`src/rtl/core/png_chunk_crc32_framer_macros.svh`:
```
// ----------------------------------------------------------------------------
// PNG chunk framer assertion macros
// Concurrent check wrappers on clk with rst_n as the disable condition.
// ----------------------------------------------------------------------------
`ifndef PNG_CHUNK_CRC32_FRAMER_MACROS_SVH
`define PNG_CHUNK_CRC32_FRAMER_MACROS_SVH

`ifndef ASSERT_OFF

`define PCF_ASSERT(lbl, ante, cons) \
  lbl: assert property (@(posedge clk) disable iff (!rst_n) (ante) |-> (cons)) \
    else $error("pcf assertion failed");

`define PCF_ASSERT_NEXT(lbl, ante, cons) \
  lbl: assert property (@(posedge clk) disable iff (!rst_n) (ante) |=> (cons)) \
    else $error("pcf assertion failed");

`else

`define PCF_ASSERT(lbl, ante, cons)

`define PCF_ASSERT_NEXT(lbl, ante, cons)

`endif

`endif

```
`src/rtl/core/pcf_pkg.sv`:
```
// ----------------------------------------------------------------------------
// PNG chunk framer package
// Field widths, command codes, CRC-32 constants and the byte fold function.
// ----------------------------------------------------------------------------
package pcf_pkg;

  localparam int MODE_W = 2;
  localparam int LEN_W  = 31;
  localparam int TYPE_W = 32;
  localparam int BYTE_W = 8;
  localparam int CRC_W  = 32;
  localparam int IDX_W  = 3;

  localparam logic [MODE_W-1:0] MODE_START   = 2'd0;
  localparam logic [MODE_W-1:0] MODE_PAYLOAD = 2'd1;
  localparam logic [MODE_W-1:0] MODE_FINISH  = 2'd2;

  localparam logic [CRC_W-1:0] CRC_POLY = 32'hEDB8_8320;
  localparam logic [CRC_W-1:0] CRC_INIT = 32'hFFFF_FFFF;

  typedef logic [IDX_W-1:0] idx_t;

  localparam idx_t START_LAST_IDX   = 3'd7;
  localparam idx_t PAYLOAD_LAST_IDX = 3'd0;
  localparam idx_t FINISH_LAST_IDX  = 3'd3;

  typedef enum logic [2:0] {
    KIND_START   = 3'b001,
    KIND_PAYLOAD = 3'b010,
    KIND_FINISH  = 3'b100
  } kind_t;

  function automatic logic [CRC_W-1:0] crc_fold(input logic [CRC_W-1:0] c,
                                                input logic [BYTE_W-1:0] b);
    logic [CRC_W-1:0] v;
    v = c ^ {{(CRC_W-BYTE_W){1'b0}}, b};
    for (int k = 0; k < BYTE_W; k++) begin
      v = v[0] ? (CRC_POLY ^ (v >> 1)) : (v >> 1);
    end
    return v;
  endfunction

endpackage

```
`src/rtl/core/pcf_in_if.sv`:
```
// ----------------------------------------------------------------------------
// PNG chunk framer command channel
// Valid/ready channel carrying one command item.
// ----------------------------------------------------------------------------
interface pcf_in_if;
  import pcf_pkg::*;

  logic              valid;
  logic              ready;
  logic [MODE_W-1:0] mode;
  logic [LEN_W-1:0]  chunk_length;
  logic [TYPE_W-1:0] chunk_type;
  logic [BYTE_W-1:0] data_byte;

  modport source (output valid, mode, chunk_length, chunk_type, data_byte, input ready);
  modport sink   (input valid, mode, chunk_length, chunk_type, data_byte, output ready);
endinterface

```
`src/rtl/core/pcf_out_if.sv`:
```
// ----------------------------------------------------------------------------
// PNG chunk framer byte channel
// Valid/ready channel carrying one framed byte item.
// ----------------------------------------------------------------------------
interface pcf_out_if;
  import pcf_pkg::*;

  logic              valid;
  logic              ready;
  logic [BYTE_W-1:0] out_byte;
  logic              last;

  modport source (output valid, out_byte, last, input ready);
  modport sink   (input valid, out_byte, last, output ready);
endinterface

```
`src/rtl/core/png_chunk_crc32_framer.sv`:
```
// ----------------------------------------------------------------------------
// PNG chunk framer with CRC-32
// Each command item lands in an item register and is sent out as bytes, one
// per cycle while the output is not stalled, through a registered output
// stage; payload bytes stream at one per cycle likewise. A start item sends
// eight bytes (length then type) and a finish item four (inverted CRC,
// big-endian, last on the final byte). The pace is set by the single
// byte-wide output register. The reflected CRC-32 folds each type and
// payload byte as it moves into the output register. Payload and finish
// items with no chunk open, and mode three, are dropped on acceptance. Each
// byte passes through the item register and then the output register.
// ----------------------------------------------------------------------------
`include "png_chunk_crc32_framer_macros.svh"

module png_chunk_crc32_framer (
  input  logic      clk,
  input  logic      rst_n,
  pcf_in_if.sink    in_ch,
  pcf_out_if.source out_ch
);
  import pcf_pkg::*;

  logic              item_v_r, item_v_nxt;
  kind_t             kind_r, kind_nxt;
  idx_t              idx_r, idx_nxt;
  logic [LEN_W-1:0]  len_r, len_nxt;
  logic [TYPE_W-1:0] type_r, type_nxt;
  logic [BYTE_W-1:0] data_r, data_nxt;
  logic [CRC_W-1:0]  crc_r, crc_nxt;
  logic              open_r, open_nxt;
  logic              out_v_r, out_v_nxt;
  logic [BYTE_W-1:0] out_byte_r, out_byte_nxt;
  logic              out_last_r, out_last_nxt;

  logic              in_fire;
  logic              take;
  logic              emit;
  logic              done;
  idx_t              last_idx;
  logic [1:0]        sel;
  logic [CRC_W-1:0]  emit_word;
  logic [CRC_W-1:0]  emit_shift;
  logic [BYTE_W-1:0] emit_byte;

  assign in_fire = in_ch.valid && in_ch.ready;
  assign take    = in_fire && ((in_ch.mode == MODE_START) ||
                   (open_r && ((in_ch.mode == MODE_PAYLOAD) || (in_ch.mode == MODE_FINISH))));
  assign emit    = item_v_r && (!out_v_r || out_ch.ready);
  assign done    = emit && (idx_r == last_idx);

  assign in_ch.ready     = !item_v_r || done;
  assign out_ch.valid    = out_v_r;
  assign out_ch.out_byte = out_byte_r;
  assign out_ch.last     = out_last_r;

  always_comb begin
    unique case (kind_r)
      KIND_START:   last_idx = START_LAST_IDX;
      KIND_PAYLOAD: last_idx = PAYLOAD_LAST_IDX;
      KIND_FINISH:  last_idx = FINISH_LAST_IDX;
      default:      last_idx = PAYLOAD_LAST_IDX;
    endcase
  end

  // pick the big-endian byte of the current word
  assign sel = ~idx_r[1:0];

  always_comb begin
    unique case (kind_r)
      KIND_START:   emit_word = idx_r[2] ? type_r : {1'b0, len_r};
      KIND_FINISH:  emit_word = ~crc_r;
      KIND_PAYLOAD: emit_word = {{(CRC_W-BYTE_W){1'b0}}, data_r};
      default:      emit_word = {{(CRC_W-BYTE_W){1'b0}}, data_r};
    endcase
  end

  assign emit_shift = (kind_r == KIND_PAYLOAD) ? emit_word : (emit_word >> {sel, 3'b000});
  assign emit_byte  = emit_shift[BYTE_W-1:0];

  always_comb begin
    item_v_nxt   = item_v_r;
    kind_nxt     = kind_r;
    idx_nxt      = idx_r;
    len_nxt      = len_r;
    type_nxt     = type_r;
    data_nxt     = data_r;
    crc_nxt      = crc_r;
    open_nxt     = open_r;
    out_v_nxt    = out_v_r;
    out_byte_nxt = out_byte_r;
    out_last_nxt = out_last_r;

    if (emit) begin
      out_v_nxt    = 1'b1;
      out_byte_nxt = emit_byte;
      out_last_nxt = (kind_r == KIND_FINISH) && (idx_r == FINISH_LAST_IDX);
      idx_nxt      = idx_r + idx_t'(1);
      unique case (kind_r)
        KIND_START: begin
          if (idx_r == '0) begin
            crc_nxt = CRC_INIT;
          end else if (idx_r[2]) begin
            crc_nxt = crc_fold(crc_r, emit_byte);
          end
        end
        KIND_PAYLOAD: crc_nxt = crc_fold(crc_r, emit_byte);
        KIND_FINISH: begin
          if (done) begin
            crc_nxt = CRC_INIT;
          end
        end
        default: crc_nxt = crc_r;
      endcase
    end else if (out_ch.ready) begin
      out_v_nxt = 1'b0;
    end

    if (done) begin
      item_v_nxt = 1'b0;
    end

    if (take) begin
      item_v_nxt = 1'b1;
      idx_nxt    = '0;
      len_nxt    = in_ch.chunk_length;
      type_nxt   = in_ch.chunk_type;
      data_nxt   = in_ch.data_byte;
      priority if (in_ch.mode == MODE_START) begin
        kind_nxt = KIND_START;
        open_nxt = 1'b1;
      end else if (in_ch.mode == MODE_PAYLOAD) begin
        kind_nxt = KIND_PAYLOAD;
      end else begin
        kind_nxt = KIND_FINISH;
        open_nxt = 1'b0;
      end
    end
  end

  always_ff @(posedge clk) begin
    if (!rst_n) begin
      item_v_r <= 1'b0;
      kind_r   <= KIND_PAYLOAD;
      idx_r    <= '0;
      crc_r    <= CRC_INIT;
      open_r   <= 1'b0;
      out_v_r  <= 1'b0;
    end else begin
      item_v_r <= item_v_nxt;
      kind_r   <= kind_nxt;
      idx_r    <= idx_nxt;
      crc_r    <= crc_nxt;
      open_r   <= open_nxt;
      out_v_r  <= out_v_nxt;
    end
  end

  always_ff @(posedge clk) begin
    len_r      <= len_nxt;
    type_r     <= type_nxt;
    data_r     <= data_nxt;
    out_byte_r <= out_byte_nxt;
    out_last_r <= out_last_nxt;
  end

  `PCF_ASSERT(a_idle_ready, !item_v_r, in_ch.ready)
  `PCF_ASSERT(a_idx_range, item_v_r, idx_r <= last_idx)
  `PCF_ASSERT_NEXT(a_crc_reseed, done && (kind_r == KIND_FINISH), (crc_r == CRC_INIT) && out_last_r)
  `PCF_ASSERT_NEXT(a_payload_load, take && (in_ch.mode == MODE_PAYLOAD), item_v_r && (kind_r == KIND_PAYLOAD) && (idx_r == '0))

endmodule
```
`src/flat_wrapper.sv`:
```
// flat-port wrapper written by rule: the top's interface ports become plain ports
module png_chunk_crc32_framer_flat import pcf_pkg::*;
  (clk, rst_n, in_ch_valid, in_ch_mode, in_ch_chunk_length, in_ch_chunk_type, in_ch_data_byte, in_ch_ready, out_ch_valid, out_ch_out_byte, out_ch_last, out_ch_ready);
  pcf_in_if in_ch_i ();
  pcf_out_if out_ch_i ();
  input  logic clk;
  input  logic rst_n;
  input wire logic [$bits(in_ch_i.valid)-1:0] in_ch_valid;
  input wire logic [$bits(in_ch_i.mode)-1:0] in_ch_mode;
  input wire logic [$bits(in_ch_i.chunk_length)-1:0] in_ch_chunk_length;
  input wire logic [$bits(in_ch_i.chunk_type)-1:0] in_ch_chunk_type;
  input wire logic [$bits(in_ch_i.data_byte)-1:0] in_ch_data_byte;
  output wire logic [$bits(in_ch_i.ready)-1:0] in_ch_ready;
  output wire logic [$bits(out_ch_i.valid)-1:0] out_ch_valid;
  output wire logic [$bits(out_ch_i.out_byte)-1:0] out_ch_out_byte;
  output wire logic [$bits(out_ch_i.last)-1:0] out_ch_last;
  input wire logic [$bits(out_ch_i.ready)-1:0] out_ch_ready;
  assign in_ch_i.valid = in_ch_valid;
  assign in_ch_i.mode = in_ch_mode;
  assign in_ch_i.chunk_length = in_ch_chunk_length;
  assign in_ch_i.chunk_type = in_ch_chunk_type;
  assign in_ch_i.data_byte = in_ch_data_byte;
  assign in_ch_ready = in_ch_i.ready;
  assign out_ch_valid = out_ch_i.valid;
  assign out_ch_out_byte = out_ch_i.out_byte;
  assign out_ch_last = out_ch_i.last;
  assign out_ch_i.ready = out_ch_ready;
  png_chunk_crc32_framer u_core (.clk(clk), .rst_n(rst_n), .in_ch(in_ch_i), .out_ch(out_ch_i));
endmodule
```
`config.mk`:
```
export PLATFORM = sky130hd
export DESIGN_NAME = png_chunk_crc32_framer_flat
export DESIGN_NICKNAME = d
export VERILOG_FILES = /design/src/rtl/core/pcf_pkg.sv /design/src/rtl/core/pcf_in_if.sv /design/src/rtl/core/pcf_out_if.sv /design/src/rtl/core/png_chunk_crc32_framer.sv /design/src/flat_wrapper.sv
export VERILOG_INCLUDE_DIRS = /design/src /design/src/rtl/core
export SDC_FILE = /design/constraint.sdc
export NUM_CORES = 1
export LEC_CHECK = 0
export ABC_AREA = 1
export BUFFER_PORTS_ARGS = -buffer_cell sky130_fd_sc_hd__buf_4
export CORE_MARGIN = 3
export CORE_UTILIZATION = 58
export CTS_BUF_LIST = sky130_fd_sc_hd__clkbuf_16
export CTS_CLUSTER_DIAMETER = 80
export DETAILED_ROUTE_END_ITERATION = 12
export GPL_ROUTABILITY_DRIVEN = 0
export PLACE_DENSITY = 0.8
export SYNTH_ARGS = -nofsm -noshare
export SYNTH_HDL_FRONTEND = slang
export SYNTH_SLANG_ARGS = --single-unit
```
`constraint.sdc`:
```
create_clock -name clk -period 7.7 [get_ports clk]
set_input_delay 1.54 -clock clk [delete_from_list [all_inputs] [get_ports clk]]
set_output_delay 1.54 -clock clk [all_outputs]
set_load 0.1 [all_outputs]
```
# After elaboration in Yosys (flattened, before gate mapping)
# Index checks and enable logic that the tools add are counted.
[totals]
register_bits = 121
inputBits = 77
output_inout_bits = 11
elab_cells = 79
[classes]
n_addsub = 1
eq_ne = 10
shift = 1
mux = 24
bitwise = 12
reduce_logical = 20
[op_table]
columns = ["operator", "n"]
rows = [
  ["$mux W32", 12],
  ["$not A13 Y14", 8],
  ["$pmux W32 S3", 1],
  ["$pmux W32 S2", 1],
  ["$not A32 Y32", 1],
  ["$shr A32 B5 Y8", 1],
  ["$xor A32 B8 Y32", 1],
  ["$mux W8", 1],
  ["$eq A3 B2 Y1 const B", 2],
  ["$logic_and A1 B1 Y1", 6],
  ["$mux W1", 6],
  ["$mux W3", 2],
  ["$pmux W3 S2", 1],
  ["$logic_or A1 B1 Y1", 4],
  ["$ne A2 B1 Y1 const B", 2],
  ["$reduce_and A4 Y1", 1],
  ["$reduce_bool A2 Y1", 2],
  ["$add A3 B1 Y3 const B", 1],
  ["$eq A3 B1 Y1 const B", 1],
  ["$eq A3 B3 Y1", 1],
  ["$eq A3 B3 Y1 const B", 1],
  ["$logic_not A3 Y1", 1],
  ["$ne A3 B1 Y1 const B", 1],
  ["$reduce_bool A3 Y1", 1],
  ["8 further kinds", 9],
]

# Longest topological paths before layout
# Gate-level depths: netlist of the first run.
[logic_depth]
word_depth = 24
depth_mapped = 23
ltp_nobuf = 21

# Worst setup path before layout of the first run
# OpenSTA, ideal clock, no wires.
[synth_timing]
path_type = "input to register"
start = "input out_ch_ready"
end = "register u_core.kind_r[0]"
setup_time_ps = 132
t_arrival_ps = 7232
required_time_ps = 7568
slack_ps = 336
cell_stages = 11
path_buffers = 0
cell_sequence = "inv_1 nand2_1 nand2_1 a21oi_1 o211ai_1 nand2_1 nand2_1 a21oi_1 inv_1 nand2_1 o32ai_1"
[synth_between]
elab_chain_cells = 6
[synth_rtl]
columns = ["item", "line_no", "rtl"]
rows = [
  ["start: declaration", "flat_wrapper.sv:17", "input wire logic [$bits(out_ch_i.ready)-1:0] out_ch_ready;"],
  ["$logic_or A1 B1 Y1", "png_chunk_crc32_framer.sv:48", "assign emit = item_v_r && (!out_v_r || out_ch.ready);"],
  ["$logic_and A1 B1 Y1", "png_chunk_crc32_framer.sv:48", ""],
  ["$logic_and A1 B1 Y1", "png_chunk_crc32_framer.sv:49", "assign done = emit && (idx_r == last_idx);"],
  ["$logic_or A1 B1 Y1", "png_chunk_crc32_framer.sv:51", "assign in_ch.ready = !item_v_r || done;"],
  ["named net in_ch_ready", "flat_wrapper.sv:13", "output wire logic [$bits(in_ch_i.ready)-1:0] in_ch_ready;"],
  ["$logic_and A1 B1 Y1", "png_chunk_crc32_framer.sv:45", "assign in_fire = in_ch.valid && in_ch.ready;"],
  ["$logic_and A1 B1 Y1", "png_chunk_crc32_framer.sv:46", "assign take = in_fire && ((in_ch.mode == MODE_START) ||"],
  ["end signal: assignment", "png_chunk_crc32_framer.sv:150", "kind_r <= kind_nxt;"],
  ["end: declaration", "png_chunk_crc32_framer.sv:24", "kind_t kind_r, kind_nxt;"],
]
# The timed path passes the listed nets, and every way through them passes these cells.
# A chain may end at the register's enable or synchronous reset.

# Worst setup path in the final report of the first run
[layout_timing]
start = "input out_ch_ready"
end = "output in_ch_ready"
[layout_between]
elab_chain_cells = 4
[layout_rtl]
columns = ["item", "line_no"]
rows = [
  ["$logic_or A1 B1 Y1", "png_chunk_crc32_framer.sv:48"],
  ["$logic_and A1 B1 Y1", "png_chunk_crc32_framer.sv:48"],
  ["$logic_and A1 B1 Y1", "png_chunk_crc32_framer.sv:49"],
  ["$logic_or A1 B1 Y1", "png_chunk_crc32_framer.sv:51"],
  ["end: declaration", "flat_wrapper.sv:13"],
]
# No other way between the ends.

==> results.env, run 1 <==
STATUS='complete, no violations'
WORSTREG2REGSTART='u_core.kind_r[0]'
CTS_MAX_PATH_BUFFERS=2
FINAL_CORE_UTIL_PCT=71.4
FILL_CELLS=850
WORSTPATHMAXFANOUT=6
DIE_HEIGHT_UM=112
POST_SYNTH_MAIN_AREA_CONTRIBUTORS='sky130_fd_sc_hd__edfxtp_1 37%, sky130_fd_sc_hd__nand2_1 19%, sky130_fd_sc_hd__dfxtp_1 13%'
CRITICAL_PATH.TOP_DELAY_FAMILY='buffers and inverters'
CRITICAL_PATH.STARTPOINT_TYPE='input port'
SETUP-VIOLATIONS-FINAL=0
HOLD_PATH_CLASS='reg2reg'
ROUTE.DETAILED.DRC=0
SHARE_OF_THE_SYNTHESIZED_NETLIST_AREA_TAKEN_BY_XOR_AND_XNOR_GATES_PCT=5.61
GRT_REMAINING_OVERFLOW=0
YOSYS_WARNINGS=0
SEQ_AREA_UM2=3220
SYNTH_SEQUENTIAL_AREA_RATIO_PCT=49.2
POST_CTS_SIZING_COUNT=0
TIMING.REG2REG.SETUP_SLACK_PS=4150
GRT_ANTENNA_BEFORE_REPAIR=0
SYNTH_FP_NETS=881
WORST_SKEW_PAIR.LATE_LATENCY_PS=420
SETUP.WORST_PATH.END_CLASS='primary output'
MUXSHAREOFSYNTHAREA_PCT=0
WORSTPATHREQUIRED_PS=6160
POST_LAYOUT_MIN_PERIOD_PS=4160
TOTALWIRELENGTH_MM=17.1
CLOCK_SINK_COUNT=121
FINALCRITPERIODSHARE_PCT=54.0
INITIAL_CORE_UTIL_PCT=59.9
PLACEMENT.CELL_AREA_UM2=7260
ACHIEVABLE-FREQUENCY_MHz=240
WORSTREG2REGEND='u_core.crc_r[28]'
SYNTH_TOP_CELL_AREA_SHARE_PCT=36.7
REPORT.FINAL.SLEW_VIOL_COUNT=0
ROOT_BUFFER='sky130_fd_sc_hd__clkbuf_16'
DESIGN_AREA_UM2=7810
DRT_ITER0_DRCS=690
CRITICAL_PATH_BUF_INV_COUNT=3
LAYOUT_COMMON_CELLS='331 x sky130_fd_sc_hd__nand2_1, 91 x sky130_fd_sc_hd__buf_4, 80 x sky130_fd_sc_hd__edfxtp_1'
ANT_NETS=0
GRT_PASS1_VIAS=5504
POWER.STATIC_LEAKAGE_nW=3.60
P_PER_AREA_nW_PER_UM2=239
DESIGN.PORTCOUNT=88
NUMCTSBUFFERS=17
AREA_DELTA_SYNTH_FINAL_PCT=19.2
AVGROUTEDWIREPERCELL_UM=16.5
TOTAL_NETS_FINAL=965
POST-CTS-SETUP-BUFFERS=0
NUMBER_OF_MAXIMUM_CAPACITANCE_VIOLATIONS=0
CORE-AREA_UM2=10900
CRITICAL_PATH.CELL_CHAIN='buf_4 > inv_1 > nand2_1 > nand2_1 > a21oi_1 > o211ai_1 > nand2_1 > buf_4'
GRT_PASS1_WL_MM=27.4
DRTPASS1ITERATIONS=6
CORE.ROWCOUNT=38
OVERALL_FRACTION_OF_GLOBAL_ROUTE_TRACKS_IN_USE_PCT=27.6
SYNTH_COMPOUND_AREA_SHARE_PCT=7.64
FF2FF_PATH_DEPTH=15
YOSYSTOPAREACELL='sky130_fd_sc_hd__edfxtp_1'
WORST_SLEW_MARGIN_REL_PCT=43.2
HOLDPATHSTAGES=2
MULTI_INPUT_AREA_UM2=2960
ARITHMETIC_CELL_SHARE_OF_THE_SYNTHESIZED_AREA_COUNTING_FULL_ADDERS_HALF_ADDERS_AND_MAJORITY_GATES_PCT=1.15
ROUTED_VIA_DENSITY=5.57
CPMAXSTAGEDELAYCELL='sky130_fd_sc_hd__buf_4'
CLK_PIN_SLEW_PS=60
LAYOUT_COMMONEST_CELL='sky130_fd_sc_hd__nand2_1'
CPPEAKSTAGEDELAY_PS=310
FINAL_LAYOUT_SIZE_SUFFIX_GT1_SHARE_PCT=21.1
SYNTH-SIMPLE-AREA-SHARE_PCT=30.6
SYN-INSTANCE-COUNT=798
WORST_CASE_CLOCK_SKEW_PS=8.15
GRT_SETUP_UNREPAIRED='no'
POSTSYNTHAREAPERCELL_UM2=8.21
FINALHOLDVIOLATIONS=0
GRT_MAX_DEGREE=72
CPMOSTUSEDCELL='sky130_fd_sc_hd__nand2_1'
MIN-DELAY-START='u_core.crc_r[24]'
HOLDPATHEND='u_core.crc_r[24]'
WORSTSETUPPATHTYPE='in2out'
YS_SEQ_ELEMENTS=121
TRITONCTS='built'
VIAS=5759
FLOORPLAN.DIE.WIDTH_UM=112
SYNTH_CELL_TYPE_COUNT=38
FLOORPLAN.DIE_AREA_UM2=12600
WORST-ENDPOINT-ARRIVAL_PS=2620
DOMINANT_COMBINATIONAL_CELL_FAMILY_BY_AREA_AFTER_SYNTHESIS='simple AND/OR/NAND/NOR gates'
CTSHTREEMAXLEVEL=4
DIODES=0
HPWL_MM=12.1
CTS_HOLD_REPAIR.BUFFERS=0
FINAL.SETUP.TNS_PS=0
SYNTH_AREA_UM2=6550
PORTBUFFERS=87
ACTUAL_SLEW_AT_THE_WORST_MAX_SLEW_PIN_PS=852
WORST_IR_DROP_VDD_mV=0.241
-- area by class of cell --
type	count	area share [%]
Inverter	57	2.74
Clock inverter	14	1.60
Tap cell	140	2.24
Clock buffer	17	5.45
Sequential cell	121	41.3
Multi-Input combinational cell	594	37.9
Timing Repair Buffer	91	8.75
-- routing by layer --
metal  vias up  GRT usage (%)  share of wire [%]  wire (um)
li1       2756              -                  -          -
met1      2643           35.7                 40       6910
met2       306           44.5                 48       8160
met3        54           6.74                9.0       1540
met4         0           11.6                2.9        495
met5         -              0                  0          0
-- worst max-delay path by stage --
stage,start,to,depth (start not counted)
6_report,out_ch_ready,in_ch_ready,8
5_1_grt,out_ch_ready,in_ch_ready,8
4_1_cts,out_ch_ready,in_ch_ready,8
3_5_place_dp,out_ch_ready,u_core.crc_r[28],13
3_3_place_gp,out_ch_ready,u_core.crc_r[28],13
2_1_floorplan,out_ch_ready,u_core.kind_r[0],11
-- through the flow --
step / instances / total power [mW] / setup WS (ps) / hold slack, ps
2_1_floorplan: 798 / 1.02 / 336 / 440
3_3_place_gp: 1003 / 1.11 / 3570 / 451
3_5_place_dp: 1003 / 1.12 / 3450 / 461
4_1_cts: 1034 / 1.86 / 3560 / 479
5_1_grt: 1034 / 1.94 / 3410 / 506
6_report: 1034 / 1.87 / 3540 / 482
-- cell usage after synthesis, drive strengths merged --
cell type / n
ha: 6
buf: 21
o211ai: 10
nor2: 32
nor3: 1
or2: 2
a211oi: 2
nand3b: 4
dfxtp: 41
o32ai: 1
nand2: 366
xor2: 33
nand2b: 2
o31ai: 1
nand3: 57
clkbuf: 5
inv: 57
o21ai: 31
a21boi: 1
edfxtp: 80
a21oi: 38
o22ai: 4
xnor2: 3
-- power breakdown --
| part | switching [mW] | internal (mW) | total (mW) |
|---|---|---|---|
| combinational | 0.252 | 0.129 | 0.381 |
| clock | 0.300 | 0.442 | 0.742 |
| sequential | 0.0196 | 0.723 | 0.743 |
-- worst min-delay path, stage by stage, from the launching register on --
cell and delay, ps:
sky130_fd_sc_hd__dfxtp_1 330, sky130_fd_sc_hd__a21oi_1 70, sky130_fd_sc_hd__nand2_1 60
-- sequential cells by signal, indices dropped and copies added, names as in the netlist --
register and cells:
u_core.crc_r 32, u_core.type_r 32, u_core.len_r 31, u_core.data_r 8, u_core.out_ch.out_byte 8, u_core.idx_r 3, u_core.kind_r 3, u_core.item_v_r 1
u_core.open_r 1, u_core.out_ch.last 1, u_core.out_ch.valid 1
-- logic make-up (layout without fill, tap and decap cells) --
logic type,count (synthesis),after routing
flops,121,121
xor+xnor,36,36
simple gates,464,464
compound gates,88,88
fa+ha+maj,6,6
buf+inv,83,179
Power figures use the tool's default switching activity.
==> run 2: changes to the inputs <==
Settings changed: CORE_UTILIZATION 58 to 52, PLACE_DENSITY 0.8 to 0.76.
Clock period 7.7 ns to 3.8 ns, I/O delays scaled along.
==> run 2 against run 1 <==
  * Cell area grew 1.9%
  * First-iteration DRC count fell by 26%
  * Highest routed layer unchanged
  * Worst setup slack got worse by 3000 ps
  * Critical path depth did not move
  * Clock skew increased by 7.3 ps
  * Largest power group is now the clock network
==> results.env, run 2 (same netlist as run 1, synthesis figures left out) <==
STATUS='complete, no violations'
FINALHOLDVIOLATIONS=0  # unchanged
P_PER_AREA_nW_PER_UM2=486  # +100%
CRITICAL_PATH.CELL_CHAIN='nor2_2 > nand2_2 > nand2_2 > nand3_1 > o21ai_0 > o211ai_1 > nand2_2 > buf_4'
CORE-AREA_UM2=12200  # +11%
CLK_PIN_SLEW_PS=60  # about the same
NUMBER_OF_MAXIMUM_CAPACITANCE_VIOLATIONS=0  # unchanged
CTSHTREEMAXLEVEL=4  # unchanged
SETUP_SLACK_AT_PLACEMENT_PS=760  # -2690 ps
AREA_DELTA_SYNTH_FINAL_PCT=21.5
LARGESTREGISTERS='u_core.crc_r: 32 flops, u_core.type_r: 32 flops, u_core.len_r: 31 flops'
FINALCRITPERIODSHARE_PCT=84.7
FF2FF_PATH_DEPTH=18  # +3
WORST_IR_DROP_VDD_mV=0.364  # +51%
TRITONCTS='built'
TOTAL_NETS_FINAL=971  # +0.62%
GRT_PASS1_VIAS=5344  # -2.9%
INITIAL_CORE_UTIL_PCT=53.9  # -6.0 points
SETUP.WORST_PATH.END_CLASS='primary output'
LAYOUT_COMMON_CELLS='330 x sky130_fd_sc_hd__nand2_1, 94 x sky130_fd_sc_hd__buf_4, 80 x sky130_fd_sc_hd__edfxtp_1'
CORE.ROWCOUNT=40  # +5.3%
FLOORPLAN.DIE.WIDTH_UM=118  # +5.3%
DIE_HEIGHT_UM=118  # +5.3%
POST_CTS_SIZING_COUNT=0  # unchanged
CRIT_PATH_END='in_ch_ready'
AVGROUTEDWIREPERCELL_UM=15.9  # -3.9%
WORSTPATHMAXFANOUT=13  # +7
ROUTED_VIA_DENSITY=5.33  # -4.2%
WORSTPATHREQUIRED_PS=3040  # -3120 ps
SETUP-VIOLATIONS-FINAL=0  # unchanged
ROUTE.DETAILED.DRC=0  # unchanged
DRTPASS1ITERATIONS=5  # -1
WORSTREG2REGSTART='u_core.kind_r[0]'
POST_LAYOUT_MIN_PERIOD_PS=3220
ANT_NETS=0  # unchanged
ACHIEVABLE-FREQUENCY_MHz=311
TIMING.REG2REG.SETUP_SLACK_PS=660  # -3490 ps
WORST_SKEW_PAIR.LATE_LATENCY_PS=420  # about the same
HPWL_MM=12.2  # +1.3%
TIMING.CRITICAL_PATH.FROM='u_core.kind_r[0]'
POWER.STATIC_LEAKAGE_nW=3.66  # +1.6%
WORST_CASE_CLOCK_SKEW_PS=15.5  # +7.30 ps
GRT_SETUP_UNREPAIRED='no'
CRITICAL_PATH.STARTPOINT_TYPE='register'
CTS_HOLD_REPAIR.BUFFERS=0  # unchanged
HOLD_PATH_CLASS='reg2reg'
GRT_REMAINING_OVERFLOW=0  # unchanged
GRT_ANTENNA_BEFORE_REPAIR=0  # unchanged
CPMAXSTAGEDELAYCELL='sky130_fd_sc_hd__nor2_2'
WORSTSETUPPATHTYPE='reg2out'
NUMCTSBUFFERS=17  # unchanged
MINIMUM_SETUP_SLACK_IN_THE_FINAL_DESIGN_PS=582  # -2960 ps
WORST_SLEW_MARGIN_REL_PCT=41.2  # -2.0 points
OVERALL_FRACTION_OF_GLOBAL_ROUTE_TRACKS_IN_USE_PCT=24.6  # -3.0 points
WORST-ENDPOINT-ARRIVAL_PS=2460  # -160 ps
TOTALWIRELENGTH_MM=17.0  # -0.87%
FINAL.SETUP.TNS_PS=0  # unchanged
DIODES=0  # unchanged
WORSTREG2REGEND='u_core.crc_r[20]'
VIAS=5691  # -1.2%
GRT_PASS1_WL_MM=27.0  # -1.6%
CPPEAKSTAGEDELAY_PS=430  # +120 ps
DRT_ITER0_DRCS=508  # -26%
FINAL_LAYOUT_SIZE_SUFFIX_GT1_SHARE_PCT=21.5  # +0.33 points
FLOORPLAN.DIE_AREA_UM2=14000  # +11%
CPMOSTUSEDCELL='sky130_fd_sc_hd__nand2_2'
ACTUAL_SLEW_AT_THE_WORST_MAX_SLEW_PIN_PS=881  # +29.5 ps
REPORT.FINAL.SLEW_VIOL_COUNT=0  # unchanged
CTS_MAX_PATH_BUFFERS=2  # unchanged
GRT_MAX_DEGREE=38  # -47%
CLOCK_SINK_COUNT=121  # unchanged
LAYOUT_COMMONEST_CELL='sky130_fd_sc_hd__nand2_1'
DESIGN.PORTCOUNT=88  # unchanged
POST-CTS-SETUP-BUFFERS=0  # unchanged
PORTBUFFERS=87  # unchanged
ROOT_BUFFER='sky130_fd_sc_hd__clkbuf_16'
run 2: power by group:
part / switching (mW) / leakage [nW] / total, mW / internal (mW)
logic: 0.501 / 2.30 / 0.771 / 0.270
clock network: 0.572 / 0.284 / 1.59 / 1.02
registers: 0.0377 / 1.07 / 1.50 / 1.47
run 2: worst min-delay path by stage:
stage	startpoint	endpoint	slack [ps]	cells after the start
6_report	u_core.crc_r[16]	u_core.crc_r[16]	480	2
5_1_grt	in_ch_chunk_length[1]	u_core.len_r[1]	500	1
4_1_cts	u_core.crc_r[16]	u_core.crc_r[16]	480	2
3_5_place_dp	u_core.crc_r[16]	u_core.crc_r[16]	460	2
3_3_place_gp	u_core.crc_r[24]	u_core.crc_r[24]	450	2
2_1_floorplan	u_core.crc_r[18]	u_core.crc_r[18]	440	2
run 2: per-stage QoR:
step	util, %	hold slack [ps]	area (um2)	total power [mW]	std cells
floorplan	-	440	6570	2.07	798
global placement	60.7	452	7380	2.27	1037
finish	65.4	480	7960	3.86	1067
global route	65.4	503	7960	4.02	1067
CTS	65.4	478	7960	3.87	1067
detailed placement	60.7	464	7380	2.28	1037
run 2: cell type report:
class,count,area [um2]
inverter,57,214
timing repair buffer,97,766
sequential,121,3220
fill,996,4200
tap,168,210
clock buffer,17,425
clock inverter,13,155
multi-input combinational,594,2960
run 2: per-layer routing:
metal  track usage, %  part of all wire (%)
met3             5.65                   8.1
met1             30.8                    40
met5                0                     0
met4             12.5                   3.5
met2             39.9                    48
run 2: critical path, delay by kind of cell (launching register included):
| kind | cells | cell delay, ps |
|---|---|---|
| AOI/OAI and AO/OA | 2 | 220 |
| DFF | 1 | 350 |
| and+or+nand+nor | 5 | 1130 |
| buffers and inverters | 1 | 300 |
